[config.mk]
export PLATFORM = sky130hd
export DESIGN_NAME = pga_div_cell
export DESIGN_NICKNAME = d
export VERILOG_FILES = /design/src/hdl/point_gravity_acceleration_assert.svh /design/src/hdl/pga_pkg.sv /design/src/hdl/pga_div_cell.sv
export SDC_FILE = /design/constraint.sdc
export NUM_CORES = 1
export LEC_CHECK = 0
export BUFFER_PORTS_ARGS = -buffer_cell sky130_fd_sc_hd__buf_2
export CELL_PAD_IN_SITES_DETAIL_PLACEMENT = 0
export CELL_PAD_IN_SITES_GLOBAL_PLACEMENT = 1
export CORE_AREA = 3 3 287 289
export CTS_CLUSTER_DIAMETER = 200
export DETAILED_ROUTE_END_ITERATION = 8
export DIE_AREA = 0 0 290 292
export GPL_TIMING_DRIVEN = 1
export PLACE_DENSITY_LB_ADDON = 0.1
export SLEW_MARGIN = 20
export SYNTH_ARGS = -nofsm -noshare
export SYNTH_HDL_FRONTEND = slang
export SYNTH_SLANG_ARGS = --single-unit
[constraint.sdc]
create_clock -name i_clk -period 4.95 [get_ports i_clk]
set_clock_uncertainty 0.15 [all_clocks]
set_input_delay 0.495 -clock i_clk [delete_from_list [all_inputs] [get_ports i_clk]]
set_output_delay 0.495 -clock i_clk [all_outputs]
set_load 0.05 [all_outputs]
[src/hdl/point_gravity_acceleration_assert.svh]
// Assertion macros for the point gravity acceleration block.
// Used by point_gravity_acceleration.sv; expects i_clk and i_rst_n in scope.
`ifndef POINT_GRAVITY_ACCELERATION_ASSERT_SVH
`define POINT_GRAVITY_ACCELERATION_ASSERT_SVH

// Condition must hold at every clock edge outside reset.
`define PGA_ASSERT_HOLDS(label, cond, msg) \
    label: assert property (@(posedge i_clk) disable iff (!i_rst_n) (cond)) \
        else $error(msg);

// Antecedent implies consequent in the same cycle.
`define PGA_ASSERT_IMPLY(label, ante, cons, msg) \
    label: assert property (@(posedge i_clk) disable iff (!i_rst_n) (ante) |-> (cons)) \
        else $error(msg);

`endif

[src/hdl/pga_pkg.sv]
// Shared types and constants for the point gravity acceleration block.
// No dependencies; used by the top level and pga_div_cell.
package pga_pkg;

    localparam int POS_FRAC_BITS_DEF = 8;
    localparam int POS_W             = 24;
    localparam int SIZE_W            = 20;
    localparam int CFG_DATA_W        = 16;
    localparam int CFG_IDX_W         = 2;
    localparam int LANES             = 2;
    localparam int MASS_FACTOR       = 20;
    localparam int MASS_SCALE_W      = 21;
    localparam int QUOT_W            = 32;
    localparam int ACC_FRAC_BITS     = 16;
    localparam int BUF_CNT_W         = 2;

    localparam logic [CFG_IDX_W-1:0] CFG_CENTER_X   = 2'd0;
    localparam logic [CFG_IDX_W-1:0] CFG_CENTER_Y   = 2'd1;
    localparam logic [CFG_IDX_W-1:0] CFG_MASS_COUNT = 2'd2;

    localparam logic [BUF_CNT_W-1:0] BUF_FULL = 2'd2;

    localparam logic [QUOT_W-1:0] ACC_POS_LIMIT = 32'h7FFF_FFFF;
    localparam logic [QUOT_W-1:0] ACC_NEG_LIMIT = 32'h8000_0000;

    typedef struct packed {
        logic signed [POS_W-1:0] pos_x;
        logic signed [POS_W-1:0] pos_y;
        logic [SIZE_W-1:0]       body_width;
        logic [SIZE_W-1:0]       body_height;
    } t_in;

    typedef struct packed {
        logic signed [QUOT_W-1:0] accel_dx;
        logic signed [QUOT_W-1:0] accel_dy;
        logic                     at_center;
        logic                     saturated;
    } t_out;

    // Per-stage control that rides alongside the datapath.
    typedef struct packed {
        logic             valid;
        logic [LANES-1:0] neg;
        logic             at_center;
        logic [LANES-1:0] ovf;
    } t_ctl;

endpackage

[src/hdl/pga_div_cell.sv]
// One quotient bit of the pipelined restoring divider, both axes side by side.
// Depends on pga_pkg for lane count and quotient width.
module pga_div_cell #(
    parameter int DEN_W = 81
) (
    input  logic                                   i_clk,
    input  logic                                   i_en,
    input  logic [DEN_W-1:0]                       i_den,
    input  logic [pga_pkg::LANES-1:0][DEN_W-1:0]   i_rem,
    input  logic [pga_pkg::LANES-1:0][pga_pkg::QUOT_W-1:0] i_low,
    input  logic [pga_pkg::LANES-1:0][pga_pkg::QUOT_W-1:0] i_quot,
    output logic [DEN_W-1:0]                       o_den,
    output logic [pga_pkg::LANES-1:0][DEN_W-1:0]   o_rem,
    output logic [pga_pkg::LANES-1:0][pga_pkg::QUOT_W-1:0] o_low,
    output logic [pga_pkg::LANES-1:0][pga_pkg::QUOT_W-1:0] o_quot
);

    localparam int T_W = DEN_W + 1;
    localparam int Q_W = pga_pkg::QUOT_W;

    logic [pga_pkg::LANES-1:0][T_W-1:0]   w_part;
    logic [pga_pkg::LANES-1:0]            w_take;
    logic [DEN_W-1:0]                     r_den;
    logic [pga_pkg::LANES-1:0][DEN_W-1:0] r_rem;
    logic [pga_pkg::LANES-1:0][Q_W-1:0]   r_low;
    logic [pga_pkg::LANES-1:0][Q_W-1:0]   r_quot;

    for (genvar l = 0; l < pga_pkg::LANES; l++) begin : g_lane
        // bring down the next dividend bit
        assign w_part[l] = {i_rem[l], i_low[l][Q_W-1]};
        assign w_take[l] = w_part[l] >= T_W'(i_den);
    end

    always_ff @(posedge i_clk) begin
        if (i_en) begin
            r_den <= i_den;
            for (int l = 0; l < pga_pkg::LANES; l++) begin
                r_rem[l]  <= w_take[l] ? DEN_W'(w_part[l] - T_W'(i_den))
                                       : w_part[l][DEN_W-1:0];
                r_low[l]  <= {i_low[l][Q_W-2:0], 1'b0};
                r_quot[l] <= {i_quot[l][Q_W-2:0], w_take[l]};
            end
        end
    end

    assign o_den  = r_den;
    assign o_rem  = r_rem;
    assign o_low  = r_low;
    assign o_quot = r_quot;

endmodule

==> results.sh <==
export IMPL_status="finished, final reports clean"
export IMPL_grt_ovfl_total=0
export IMPL_cts_buffers=46
export IMPL_die_w_um=290
export IMPL_path_class="in -> reg"
export IMPL_synth_area_um2=23100
export IMPL_maxSlewViolCount=0
export IMPL_syn_inst=2228
export IMPL_cts_sinks=369
export IMPL_netlist_top_cells_count="369 x edfxtp_1, 237 x nand2_1, 222 x a21oi_1"
export IMPL_first_pass_iters=5
export IMPL_ys_warn_count=0
export IMPL_htree_levels=2
export IMPL_hold_worst_slack_ns=0.0525
export IMPL_synth_top_cell_by_area="edfxtp_1"
export IMPL_p_leak_nw=14.0
export IMPL_n_fill_cell=8129
export IMPL_synth_avg_cell_area_um2=10.4
export IMPL_cts_tree="done"
export IMPL_cts_root_buf="clkbuf_16"
export IMPL_grt_pass1_wl_mm=142
export IMPL_dp_hpwl_mm=81.1
export IMPL_finalWeightedCongestion=0.892
export IMPL_synthToLayoutAreaGrowth_pct=38.5
export IMPL_drtIter0Drc=1172
export IMPL_post_cts_setup_buffer_count=0
export IMPL_start_util=0.288
export IMPL_finalHoldViolCount=0
export IMPL_viasPerCell=4.92
export IMPL_grt_use_total=0.221
export IMPL_yosysSeqAreaShare=0.479
export IMPL_regArea_um2=11100
export IMPL_synth_edf_count=369
export IMPL_wl_per_cell_um=23.1
export IMPL_ant_nets=0
export IMPL_die_h_um=292
export IMPL_cp_start_kind="input pin"
export IMPL_maxCapViolations=0
export IMPL_rsz0062_at_grt="false"
export IMPL_yosys_top_cells_area="edfxtp_1 48%, ha_1 8.8%, a21oi_1 4.8%, nand2_1 3.8%, mux2_2 3.8%"
export IMPL_min_period_over_period=0.956
export IMPL_timing_final_crit_period_ns=4.73
export IMPL_portBuffers=739
export IMPL_max_freq_mhz=211
export IMPL_grt_max_degree=107
export IMPL_rows=104
export IMPL_fin_nets=3739
export IMPL_antenna_found_initial=12
export IMPL_setup_viol=0
export IMPL_layout_drive_gt1_share=0.304
export IMPL_ys_types=78
export IMPL_ys_ff_latch=369
export IMPL_dieArea_um2=84700
export IMPL_clkTransAtPathRegs_ns=0.06
export IMPL_irDropWorstVdd_v=0.000246
export IMPL_core_area_um2=80200
export IMPL_maxSlewHeadroom=0.354
export IMPL_power_density_nw_per_um2=358
export IMPL_wl_mm=99.1
export IMPL_hp_class="in -> reg"
export IMPL_async_flop_share=0
export IMPL_timing_setup_tns_ns=0
export IMPL_arrival_ns=4.91
export IMPL_clockBufferDepth=3
export IMPL_yosysMostFrequentCell="edfxtp_1"
export IMPL_path_max_fanout=8
export IMPL_synth_top_area_share=0.479
export IMPL_vias=21100
export IMPL_crit_path_end_kind="register"
export IMPL_required_ns=5.13
export IMPL_synth_flop_cell="edfxtp_1"
export IMPL_post_route_drc_count=0
export IMPL_multiInputGateArea_um2=11100
export IMPL_worst_slew_pin_slew_ns=0.964
export IMPL_io_pins=744
export IMPL_grt_pass1_vias=21600
-- cells in the final DEF (no fill, tap or decap), types with 10 or more instances in the layout --
cell,n
buf_2,738
edfxtp_1,369
nand2_1,237
a21oi_1,222
dlygate4sd3_1,203
o21ai_0,169
ha_1,162
inv_1,132
nor2_1,105
a21o_1,88
xnor2_1,78
xor2_1,77
mux2_2,77
buf_4,73
nand4_1,55
clkbuf_16,46
o21bai_1,45
nor3_1,29
nand3_1,25
a31oi_1,20
o21a_1,18
nand2b_1,17
nor2b_1,15
and3_1,13
a21boi_0,13
o31ai_1,13
o211ai_1,12
a211oi_1,10
-- report_power, final --
| group | switching, W | internal, W | total (W) |
|---|---|---|---|
| Sequential | 0.000124 | 0.00390 | 0.00402 |
| Clock | 0.00139 | 0.00203 | 0.00342 |
| Combinational | 0.00279 | 0.00123 | 0.00402 |
-- per-layer routing --
layer	vias up	track usage	routed length (um)
li1	10200	-	-
met1	10200	0.265	40600
met2	660	0.413	51500
met3	98	0.0376	4930
met4	2	0.0457	2070
met5	-	0	17
-- metrics by stage --
step / total power (W) / utilization / setup WS, ns / std cells / area [um2]
after floorplan: 0.00669 / - / 1.01 / 2229 / 23100
after global placement: 0.00798 / 0.355 / 0.0644 / 4009 / 28400
after detailed placement: 0.00798 / 0.355 / -0.0240 / 4009 / 28400
after CTS: 0.0116 / 0.399 / 0.198 / 4294 / 32000
after global routing: 0.0120 / 0.399 / 0.0295 / 4297 / 32000
final: 0.0115 / 0.399 / 0.218 / 4299 / 32000
-- state kept, by name, summed over array words and instances, names as in the netlist --
signal,cells
o_low,62
o_rem,162
o_den,81
o_quot,64
-- timing repair --
item | CTS | global route
hold buffers | 203 | 0
gates resized for setup | 0 | 3
endpoints found under the hold margin | 203 | 0
setup endpoints to repair | 0 | 66
-- worst paths after layout --
| check | start | slack (ns) | end | cells after the start |
|---|---|---|---|---|
| max | i_den[12] | 0.22 | o_rem[71] | 16 |
| min | i_rem[144] | 0.05 | o_rem[145] | 3 |
-- cell type report --
type,instances,share of cell area
inverter,132,0.0155
sequential,369,0.346
clock inverter,28,0.0104
antenna,3,0.000234
timing repair buffer,1023,0.201
clock buffer,54,0.0369
multi-input combinational,1630,0.348
tap,1060,0.0414
-- logic make-up (layout without fill, tap and decap cells) --
logic type	count (synthesis)	count (layout)	share of synthesized area
multiplexers	86	86	0.0417
AND/OR/NAND/NOR	537	537	0.107
other	1	5	0.000162
XOR/XNOR	155	155	0.0587
buffers and inverters	232	1237	0.0400
flip-flops	369	369	0.479
AO/OA/AOI/OAI	684	686	0.184
adder cells (fa/ha/maj)	164	164	0.0894
-- critical path: stages --
cell           delay (ns)
dlygate4sd3_1        0.53
buf_2                0.12
inv_1                0.09
ha_1                 0.43
a21oi_1              0.33
o21a_1               0.21
nor2_1               0.07
or4b_1               0.56
o21ai_0              0.30
buf_4                0.20
o211a_1              0.28
o31a_1               0.35
o21ai_0              0.22
a21boi_0             0.35
xnor2_1              0.12
mux2_2               0.27
Power figures use the tool's default switching activity.
