`src/hdl/point_gravity_acceleration_assert.svh`:
```
// Assertion macros for the point gravity acceleration block.
// Used by point_gravity_acceleration.sv; expects i_clk and i_rst_n in scope.
`ifndef POINT_GRAVITY_ACCELERATION_ASSERT_SVH
`define POINT_GRAVITY_ACCELERATION_ASSERT_SVH

// Condition must hold at every clock edge outside reset.
`define PGA_ASSERT_HOLDS(label, cond, msg) \
    label: assert property (@(posedge i_clk) disable iff (!i_rst_n) (cond)) \
        else $error(msg);

// Antecedent implies consequent in the same cycle.
`define PGA_ASSERT_IMPLY(label, ante, cons, msg) \
    label: assert property (@(posedge i_clk) disable iff (!i_rst_n) (ante) |-> (cons)) \
        else $error(msg);

`endif

```
`src/hdl/pga_sqrt_cell.sv`:
```
// One bit of the pipelined integer square root: trial subtract and register.
// Depends on nothing but its parameters.
module pga_sqrt_cell #(
    parameter int ROOT_W = 27,
    parameter int REM_W  = 53,
    parameter int BIT    = 0
) (
    input  logic              i_clk,
    input  logic              i_en,
    input  logic [REM_W-1:0]  i_rem,
    input  logic [ROOT_W-1:0] i_root,
    output logic [REM_W-1:0]  o_rem,
    output logic [ROOT_W-1:0] o_root
);

    localparam int T_W = 2 * ROOT_W;

    logic [T_W-1:0]    w_trial;
    logic              w_take;
    logic [REM_W-1:0]  r_rem;
    logic [ROOT_W-1:0] r_root;

    // (root + 2^BIT)^2 - root^2; root has no bits at or below BIT yet
    assign w_trial = (T_W'(i_root) << (BIT + 1)) | (T_W'(1) << (2 * BIT));
    assign w_take  = T_W'(i_rem) >= w_trial;

    always_ff @(posedge i_clk) begin
        if (i_en) begin
            r_rem  <= w_take ? REM_W'(T_W'(i_rem) - w_trial) : i_rem;
            r_root <= w_take ? (i_root | (ROOT_W'(1) << BIT)) : i_root;
        end
    end

    assign o_rem  = r_rem;
    assign o_root = r_root;

endmodule

```
`config.mk`:
```
export PLATFORM = sky130hd
export DESIGN_NAME = pga_sqrt_cell
export DESIGN_NICKNAME = d
export VERILOG_FILES = /design/src/hdl/point_gravity_acceleration_assert.svh /design/src/hdl/pga_sqrt_cell.sv
export SDC_FILE = /design/constraint.sdc
export NUM_CORES = 1
export LEC_CHECK = 0
export BUFFER_PORTS_ARGS = -buffer_cell sky130_fd_sc_hd__buf_2
export CAP_MARGIN = 0
export CELL_PAD_IN_SITES_DETAIL_PLACEMENT = 1
export CELL_PAD_IN_SITES_GLOBAL_PLACEMENT = 1
export CORE_AREA = 2 2 118 120
export DETAILED_ROUTE_END_ITERATION = 10
export DIE_AREA = 0 0 120 122
export PLACE_DENSITY_LB_ADDON = 0.1
export SYNTH_ARGS = -nofsm -noshare
export SYNTH_HDL_FRONTEND = slang
export SYNTH_SLANG_ARGS = --single-unit
```
`constraint.sdc`:
```
create_clock -name i_clk -period 4.35 [get_ports i_clk]
set_clock_uncertainty 0.1 [all_clocks]
set_input_delay 0.87 -clock i_clk [delete_from_list [all_inputs] [get_ports i_clk]]
set_output_delay 0.87 -clock i_clk [all_outputs]
set_load 0.1 [all_outputs]
```
==> out/metrics.cfg, run 1 <==
[yosys]
async_flop_share=0
synth.largest_area_cell=edfxtp_1
ys_ff_latch=80
synth_edf_count=80
synth_most_common_cell=edfxtp_1
yosys.area.top_type_share=0.466
ys_seq_area_frac=0.466
syn_area_per_cell_um2=10.3
synth_area_um2=5160
synthDistinctLibCells=63
synthTopCellsByArea=edfxtp_1 47%, ha_1 6.8%, a21oi_1 4.7%
synth_nets=610
yosys_warnings=0
ys.flop_type=edfxtp_1
yosys-top-cells-count=80 x edfxtp_1, 53 x nor2_1, 48 x a21oi_1
synthCells=499

[clocking]
cts-buffers-inserted=9
cts_setup_buffers=0
post_cts_resized=0
htreeDepth=3
clockBufferDepth=2
ctsRootBufferMaster=clkbuf_16
tritoncts=built
clock_sinks=80
cts_hold_buf=0
clkSlewWorstSetupHoldPaths_ns=0.06

[global_routing]
grtUsageTotal=0.203
grt_pass1_wl_um=23100
grt_max_degree=81
antenna_found_initial=0
grt_pass1_vias=4524
grt-ovfl-total=0

[timing]
finalHoldViolCount=0
final.period_utilization=0.832
timing.fmax_mhz=276
final_max_slew_viol_count=0
setup_tns_ns=0
relSlewSlack=0.290
period_minus_slack_ns=3.62
rsz0062_at_grt=no
worst_pin_slew_ns=1.07
finalSetupViolations=0
whs_ns=0.612

[routing]
vias=4397
vias_per_cell=5.20
ant_nets=0
wl_per_cell_um=17.5
wl_um=14800
drt_pass1_iterations=4
drt-initial-drc-count=204
drc_errors=0

[floorplanning]
die_w_um=120
die_area_um2=14600
initial_utilization=0.382
rows=43
die_y_um=122
top_level_ports=162
core_area_um2=13500

[pwr]
max-vdd-ir-drop_uv=215
power_frac_comb=0.390
switching_share=0.427
clkPwrFrac=0.262
switching_power_w=0.00120
power.density_nw_per_um2=438
p_seq_frac=0.348
internal_power_w=0.00161
power.leakage_nw=2.69

[flow_run]
cap_violations=0

[finish]
drive_gt1_frac=0.300
area_growth_pct=24.2
diodes=0
fillers=1583
post-route-util=0.474
finalNetCount=773
stdcell_count=846

[critical_path]
path_max_fanout=6
crit_required_ns=4.34
arrival_ns=3.61
critPathKind=in2reg
cp-start-kind=primary input
endpoint_kind=register

[placement]
hpwl_um=11700
gp_congestion=0.835
dp.cells=831
portBuffers=161

[min_path]
hp-class=in2reg
whs_endpoint=o_root[7]
hp-start=i_root[7]
whs_path_depth=1

[status]
status=completed

[stage by stage]
step           total power [W]  setup WS (ns)  area, um2
2_1_floorplan          0.00187          0.841       5160
3_5_place_dp           0.00209          0.364       6130
4_1_cts                0.00284          0.722       6400
3_3_place_gp           0.00208          0.416       6130
5_1_grt                0.00291          0.538       6400
6_report               0.00281          0.730       6400
[power groups by stage]
stage | sequential, W | combinational, W | clock (W)
after floorplan | 0.00161 | 0.000260 | 0
after global placement | 0.000993 | 0.00109 | 0
after detailed placement | 0.000994 | 0.00110 | 0
after CTS | 0.000979 | 0.00110 | 0.000759
after global routing | 0.000986 | 0.00115 | 0.000775
final | 0.000977 | 0.00109 | 0.000734
[worst max-delay path: stages]
cell and delay [ns]:
buf_2 0.09, inv_1 0.04, ha_1 0.33, a21oi_1 0.15, nor2_1 0.06, a211oi_1 0.50
a2111oi_1 0.19, or2_2 0.38, o31a_1 0.41, nor3_1 0.22, mux2_2 0.37
[cells by family (layout without fill, tap and decap cells)]
| logic type | Yosys count | count (layout) | synth area share |
|---|---|---|---|
| AO/OA/AOI/OAI | 115 | 115 | 0.144 |
| XOR/XNOR | 49 | 49 | 0.0832 |
| adder cells (fa/ha/maj) | 29 | 29 | 0.0718 |
| buffers and inverters | 47 | 214 | 0.0442 |
| flip-flops | 80 | 80 | 0.466 |
| multiplexers | 1 | 1 | 0.00218 |
| AND/OR/NAND/NOR | 178 | 178 | 0.189 |
[worst max-delay path by stage]
stage          depth (start not counted)       start  slack [ns]        end
6_report                              11   i_root[5]        0.73  o_rem[49]
3_3_place_gp                          11   i_root[5]        0.42  o_rem[49]
5_1_grt                               12  i_root[21]        0.54  o_rem[29]
2_1_floorplan                         10   i_root[2]        0.84  o_rem[49]
4_1_cts                               11   i_root[5]        0.72  o_rem[49]
3_5_place_dp                          11   i_root[5]        0.36  o_rem[49]
[flip-flops by register name, summed over array words and instances, names as in the netlist]
signal / flops
o_root: 27
o_rem: 53
[layout by cell type (no fill, tap or decap), drive strengths merged, types with 9 or more instances in the layout]
master / synthesis / layout
nor4: 13 / 13
nand2: 38 / 38
nor2: 53 / 53
edfxtp: 80 / 80
xor2: 23 / 23
a21oi: 48 / 48
nand3: 17 / 17
and3: 10 / 10
xnor2: 26 / 26
buf: 11 / 167
nor3: 9 / 9
clkbuf: 4 / 10
o21ai: 21 / 21
inv: 32 / 32
ha: 28 / 28
[per-layer routing]
metal | vias to the layer above | GRT usage | share of wire
met2 | 112 | 0.338 | 0.47
met1 | 2108 | 0.267 | 0.47
met5 | - | 0 | 0
met4 | 0 | 0.0706 | 0.015
met3 | 16 | 0.0337 | 0.044
li1 | 2161 | - | -
[layout make-up]
class	instances	area, um2	area share
sequential	80	2400	0.375
clock buffer	10	229	0.0357
inverter	32	120	0.0188
tap	180	225	0.0352
clock inverter	5	48.8	0.00762
multi-input combinational	372	2530	0.394
timing repair buffer	167	853	0.133
No activity file was read; power rests on OpenSTA's default activity.
==> inputs of run 2 (changes only) <==
--- a/config.mk
+++ b/config.mk
@@ -5,13 +5,14 @@
 export SDC_FILE = /design/constraint.sdc
 export NUM_CORES = 1
 export LEC_CHECK = 0
+export ABC_AREA = 1
 export BUFFER_PORTS_ARGS = -buffer_cell sky130_fd_sc_hd__buf_2
 export CAP_MARGIN = 0
 export CELL_PAD_IN_SITES_DETAIL_PLACEMENT = 1
 export CELL_PAD_IN_SITES_GLOBAL_PLACEMENT = 1
-export CORE_AREA = 2 2 118 120
+export CORE_AREA = 2 2 136 138
 export DETAILED_ROUTE_END_ITERATION = 10
-export DIE_AREA = 0 0 120 122
+export DIE_AREA = 0 0 138 140
 export PLACE_DENSITY_LB_ADDON = 0.1
 export SYNTH_ARGS = -nofsm -noshare
 export SYNTH_HDL_FRONTEND = slang
==> constraint.sdc (replaced) <==
create_clock -name i_clk -period 3.4 [get_ports i_clk]
set_clock_uncertainty 0.1 [all_clocks]
set_input_delay 0.68 -clock i_clk [delete_from_list [all_inputs] [get_ports i_clk]]
set_output_delay 0.68 -clock i_clk [all_outputs]
set_load 0.1 [all_outputs]
==> out/metrics.cfg, run 2 <==
[timing]
setup_ws_ns=0.468  ; -0.262 ns
rsz0062_at_grt=no
setup_tns_ns=0  ; unchanged
whs_ns=0.409  ; -0.203 ns
relSlewSlack=0.280  ; -0.00940
final_max_slew_viol_count=0  ; unchanged
worst_pin_slew_ns=1.08  ; +0.0141 ns
timing.fmax_mhz=341
period_minus_slack_ns=2.93
finalHoldViolCount=0  ; unchanged
final.period_utilization=0.862
finalSetupViolations=0  ; unchanged

[yosys]
ys.flop_type=edfxtp_1
yosys_warnings=0  ; unchanged
syn_area_per_cell_um2=6.74  ; -35%
synth_edf_count=80  ; unchanged
yosys-top-cells-count=378 x nand2_1, 214 x inv_1, 93 x nor2_1
yosys.area.top_type_share=0.352  ; -0.114
synth_most_common_cell=nand2_1
ys_seq_area_frac=0.352  ; -0.114
async_flop_share=0  ; unchanged
synthTopCellsByArea=edfxtp_1 35%, nand2_1 21%, inv_1 12%
synth_area_um2=6820  ; +32%
synth_nets=1122  ; +84%
ys_ff_latch=80  ; unchanged
synthCells=1011  ; +100%
synth.largest_area_cell=edfxtp_1
synthDistinctLibCells=33  ; -48%

[pwr]
p_seq_frac=0.317  ; -0.031
power.density_nw_per_um2=473  ; +8.0%
total_power_w=0.00393  ; +40%
clkPwrFrac=0.280  ; +0.018
switching_power_w=0.00176  ; +47%
max-vdd-ir-drop_uv=247  ; +15%
power_frac_comb=0.403  ; +0.013
internal_power_w=0.00218  ; +35%
power.leakage_nw=4.36  ; +62%
switching_share=0.447  ; +0.0197

[clocking]
cts_hold_buf=0  ; unchanged
htreeDepth=3  ; unchanged
post_cts_resized=0  ; unchanged
clockBufferDepth=2  ; unchanged
clkSlewWorstSetupHoldPaths_ns=0.07  ; about the same
clock_sinks=80  ; unchanged
cts-buffers-inserted=9  ; unchanged
ctsRootBufferMaster=clkbuf_16
cts_setup_buffers=0  ; unchanged
tritoncts=built

[min_path]
whs_path_depth=1  ; unchanged
hp-class=in2reg

[critical_path]
critical_path.max_stage_delay_ns=0.35  ; -0.15 ns
arrival_ns=2.93  ; -0.68 ns
endpoint_kind=register
crit_top_cell=nand2_1
slowest_stage=ha_1
path_max_fanout=22  ; +16
worstPathCellList=buf_2 -> inv_1 -> ha_1 -> nand2_1 -> nor2_1 -> nand2_1 -> nor2_2 -> nand2_1 -> nand3_1 -> nand2_1 -> nand2_4 -> inv_4 -> buf_12 -> nand2_1 -> o21ai_0
critical_path.top_delay_family=simple AND/OR/NAND/NOR gates
crit_required_ns=3.40  ; -0.94 ns
cp-start-kind=primary input
crit_end=o_rem[10]
worst-path-buf-inv=4  ; +2
crit_start=i_root[6]
path_depth=15  ; +4
critPathKind=in2reg

[floorplanning]
initial_utilization=0.383  ; +0.00164
core_area_um2=17800  ; +32%
rows=49  ; +14%
die_w_um=138  ; +15%
top_level_ports=162  ; unchanged
die_area_um2=19300  ; +32%
die_y_um=140  ; +15%

[global_routing]
antenna_found_initial=1  ; +1
grt-ovfl-total=0  ; unchanged
grt_pass1_vias=7200  ; +59%
grt_max_degree=81  ; unchanged
grtUsageTotal=0.259  ; +0.0564
grt_pass1_wl_um=38800  ; +68%

[flow_run]
cap_violations=0  ; unchanged

[status]
status=completed

[placement]
hpwl_um=20900  ; +79%
gp_congestion=0.905  ; +8.5%
pre_cts_slack_ns=0.118  ; -0.246 ns
portBuffers=161  ; unchanged

[routing]
ant_nets=0  ; unchanged
vias=6911  ; +57%
drt_pass1_iterations=5  ; +1
drc_errors=0  ; unchanged
wl_per_cell_um=17.3  ; -1.6%
wl_um=24600  ; +66%
drt-initial-drc-count=342  ; +68%
vias_per_cell=4.84  ; -6.9%

[finish]
area_growth_pct=21.9
drive_gt1_frac=0.214  ; -0.0866
finalNetCount=1304  ; +69%
largest_reg_flops=53  ; unchanged
post-route-util=0.468  ; -0.00666
final_cell_mix=378 x nand2_1, 214 x inv_1, 160 x buf_2, 93 x nor2_1, 80 x edfxtp_1
final_common_cell=nand2_1

[run 2: cell count changes after synthesis, moves of 17 or more]
cell	delta
a21oi_2	+19
nor2_1	+40
inv_1	+182
nand2_1	+340
a21oi_1	-38
xor2_1	-17
nand3_1	+48
[run 2: power by group through the flow]
stage,clock (W),combinational (W),sequential (W)
4_1_cts,0.00113,0.00159,0.00125
5_1_grt,0.00115,0.00168,0.00126
6_report,0.00110,0.00158,0.00125
3_5_place_dp,0,0.00159,0.00127
3_3_place_gp,0,0.00157,0.00126
2_1_floorplan,0,0.000432,0.00204
[run 2: stage by stage]
stage	area (um2)	std cells
3_3_place_gp	7990	1411
5_1_grt	8310	1428
6_report	8310	1428
3_5_place_dp	7990	1411
2_1_floorplan	6820	1011
4_1_cts	8310	1427
[run 2: worst min path at each step]
| stage | startpoint | endpoint | slack, ns |
|---|---|---|---|
| after detailed placement | i_root[5] | o_root[5] | 0.77 |
| after global routing | i_root[5] | o_root[5] | 0.40 |
| after global placement | i_root[7] | o_root[7] | 0.77 |
| final | i_root[5] | o_root[5] | 0.41 |
| after floorplan | i_root[10] | o_root[10] | 0.68 |
| after CTS | i_root[5] | o_root[5] | 0.40 |
[run 2: area by class of cell]
cell class	instances	area, um2
inverters	218	821
multi-input cells	705	3500
clock buffers	9	225
well taps	229	287
fillers	2423	9470
clock inverters	7	93.8
repair buffers	179	981
flip-flops and latches	80	2400
diodes	1	2.50
[run 2: kinds of logic (layout without fill, tap and decap cells)]
kind of cell / after synthesis / in the layout / share of synthesized area
compound gates: 54 / 54 / 0.0563
xor+xnor: 22 / 22 / 0.0283
fa+ha+maj: 29 / 29 / 0.0543
buf+inv: 226 / 413 / 0.134
flops: 80 / 80 / 0.352
other cells: 0 / 1 / 0
simple gates: 600 / 600 / 0.375
[run 2: routing by layer]
metal,global-route usage,up-vias,share of wire
li1,-,3468,-
met1,0.350,3256,0.47
met2,0.434,163,0.47
met3,0.0352,24,0.040
met4,0.0800,0,0.019
met5,0,-,0
==> inputs of run 3 (changes only) <==
--- a/config.mk
+++ b/config.mk
@@ -13,7 +13,7 @@
 export CORE_AREA = 2 2 136 138
 export DETAILED_ROUTE_END_ITERATION = 10
 export DIE_AREA = 0 0 138 140
-export PLACE_DENSITY_LB_ADDON = 0.1
+export PLACE_DENSITY = 0.85
 export SYNTH_ARGS = -nofsm -noshare
 export SYNTH_HDL_FRONTEND = slang
 export SYNTH_SLANG_ARGS = --single-unit
==> out/metrics.cfg, run 3 (synthesis results as in run 2) <==
[status]
status=completed

[floorplanning]
initial_utilization=0.383  ; unchanged
die_y_um=140  ; unchanged
die_area_um2=19300  ; unchanged
core_area_um2=17800  ; unchanged
die_w_um=138  ; unchanged
top_level_ports=162  ; unchanged
rows=49  ; unchanged

[global_routing]
grtUsageTotal=0.260  ; +0.000775
grt_pass1_wl_um=39400  ; +1.4%
grt-ovfl-total=0  ; unchanged
grt_max_degree=42  ; -48%
grt_pass1_vias=7510  ; +4.3%
antenna_found_initial=0  ; -1

[routing]
ant_nets=0  ; unchanged
vias=7054  ; +2.1%
drc_errors=0  ; unchanged
vias_per_cell=4.97  ; +2.7%
wl_per_cell_um=17.6  ; +2.0%
drt-initial-drc-count=365  ; +6.7%
drt_pass1_iterations=5  ; unchanged
wl_um=25000  ; +1.3%

[finish]
finalNetCount=1297  ; -0.54%
largest_reg_flops=53  ; unchanged
final_common_cell=nand2_1
drive_gt1_frac=0.209  ; -0.00445
stdcell_count=1419  ; -0.63%
area_growth_pct=21.2
final_cell_mix=378 x nand2_1, 214 x inv_1, 160 x buf_2, 93 x nor2_1, 80 x edfxtp_1
diodes=0  ; -1

[critical_path]
slowest_stage=ha_1
critPathKind=in2reg
critical_path.max_stage_delay_ns=0.37  ; +0.02 ns
crit_top_cell=nand2_1
worstPathCellList=buf_2 -> ha_1 -> nand2_1 -> nand3_2 -> nand2_1 -> nand2_1 -> nand2_1 -> nand3_1 -> nand2_1 -> nand2_4 -> inv_4 -> buf_12 -> o21ai_0
crit_required_ns=3.39  ; about the same
arrival_ns=2.83  ; -0.10 ns
cp-start-kind=primary input
endpoint_kind=register
path_max_fanout=30  ; +36%

[clocking]
cts-buffers-inserted=9  ; unchanged
clkSlewWorstSetupHoldPaths_ns=0.07  ; about the same
ctsRootBufferMaster=clkbuf_16
cts_hold_buf=0  ; unchanged
tritoncts=built
cts_setup_buffers=0  ; unchanged
post_cts_resized=0  ; unchanged
clockBufferDepth=2  ; unchanged
clock_sinks=80  ; unchanged
htreeDepth=3  ; unchanged

[timing]
relSlewSlack=0.616  ; +0.335
final_max_slew_viol_count=0  ; unchanged
final.period_utilization=0.837  ; -0.0258
worst_pin_slew_ns=0.576  ; -0.503 ns
setup_tns_ns=0  ; unchanged
period_minus_slack_ns=2.84  ; -0.0879 ns
finalHoldViolCount=0  ; unchanged
timing.fmax_mhz=352  ; +3.1%
finalSetupViolations=0  ; unchanged
rsz0062_at_grt=no

[pwr]
power.leakage_nw=4.32  ; -0.79%
max-vdd-ir-drop_uv=237  ; -4.1%
power.density_nw_per_um2=484  ; +2.2%

[flow_run]
cap_violations=0  ; unchanged

[placement]
hpwl_um=20500  ; -2.1%
gp_congestion=0.943  ; +4.1%
portBuffers=161  ; unchanged
dp.cells=1404  ; -0.50%

[min_path]
hp-class=in2reg
whs_path_depth=1  ; unchanged

-- run 3: metrics by stage --
stage | hold slack (ns) | worst slack [ns] | cell area (um2) | power, W | utilization
final | 0.408 | 0.556 | 8260 | 0.00400 | 0.465
after global routing | 0.401 | 0.462 | 8260 | 0.00414 | 0.465
after CTS | 0.400 | 0.590 | 8260 | 0.00401 | 0.465
after detailed placement | 0.774 | 0.241 | 7930 | 0.00285 | 0.446
after global placement | 0.772 | 0.379 | 7930 | 0.00282 | 0.446
after floorplan | 0.679 | 0.802 | 6820 | 0.00247 | -
-- run 3: routing by layer --
metal,part of all wire,GRT usage
met5,0,0
met1,0.44,0.328
met3,0.049,0.0458
met4,0.029,0.0945
met2,0.48,0.448
-- run 3: cell type report --
cell class / count / area [um2]
repair buffers: 172 / 916
clock buffers: 10 / 229
flip-flops and latches: 80 / 2400
well taps: 229 / 287
inverters: 218 / 821
fillers: 2385 / 9520
clock inverters: 5 / 106
multi-input cells: 705 / 3500
-- run 3: critical path: cells and delay by family --
| family | cells | cell delay (ns) |
|---|---|---|
| buffers and inverters | 3 | 0.42 |
| adder cells (fa/ha/maj) | 1 | 0.37 |
| AO/OA/AOI/OAI | 1 | 0.14 |
| AND/OR/NAND/NOR | 8 | 1.18 |
-- run 3: final timing paths --
kind                       start    endpoint  slack, ns
worst max-delay path    i_rem[2]    o_rem[7]       0.56
worst min-delay path  i_root[10]  o_root[10]       0.41
-- run 3: report_power, final --
part / switching, W / internal (W) / leakage (nW) / total, W
combinational: 0.00128 / 0.000306 / 3.38 / 0.00159
sequential: 0.0000298 / 0.00122 / 0.783 / 0.00125
clock: 0.000446 / 0.000716 / 0.159 / 0.00116
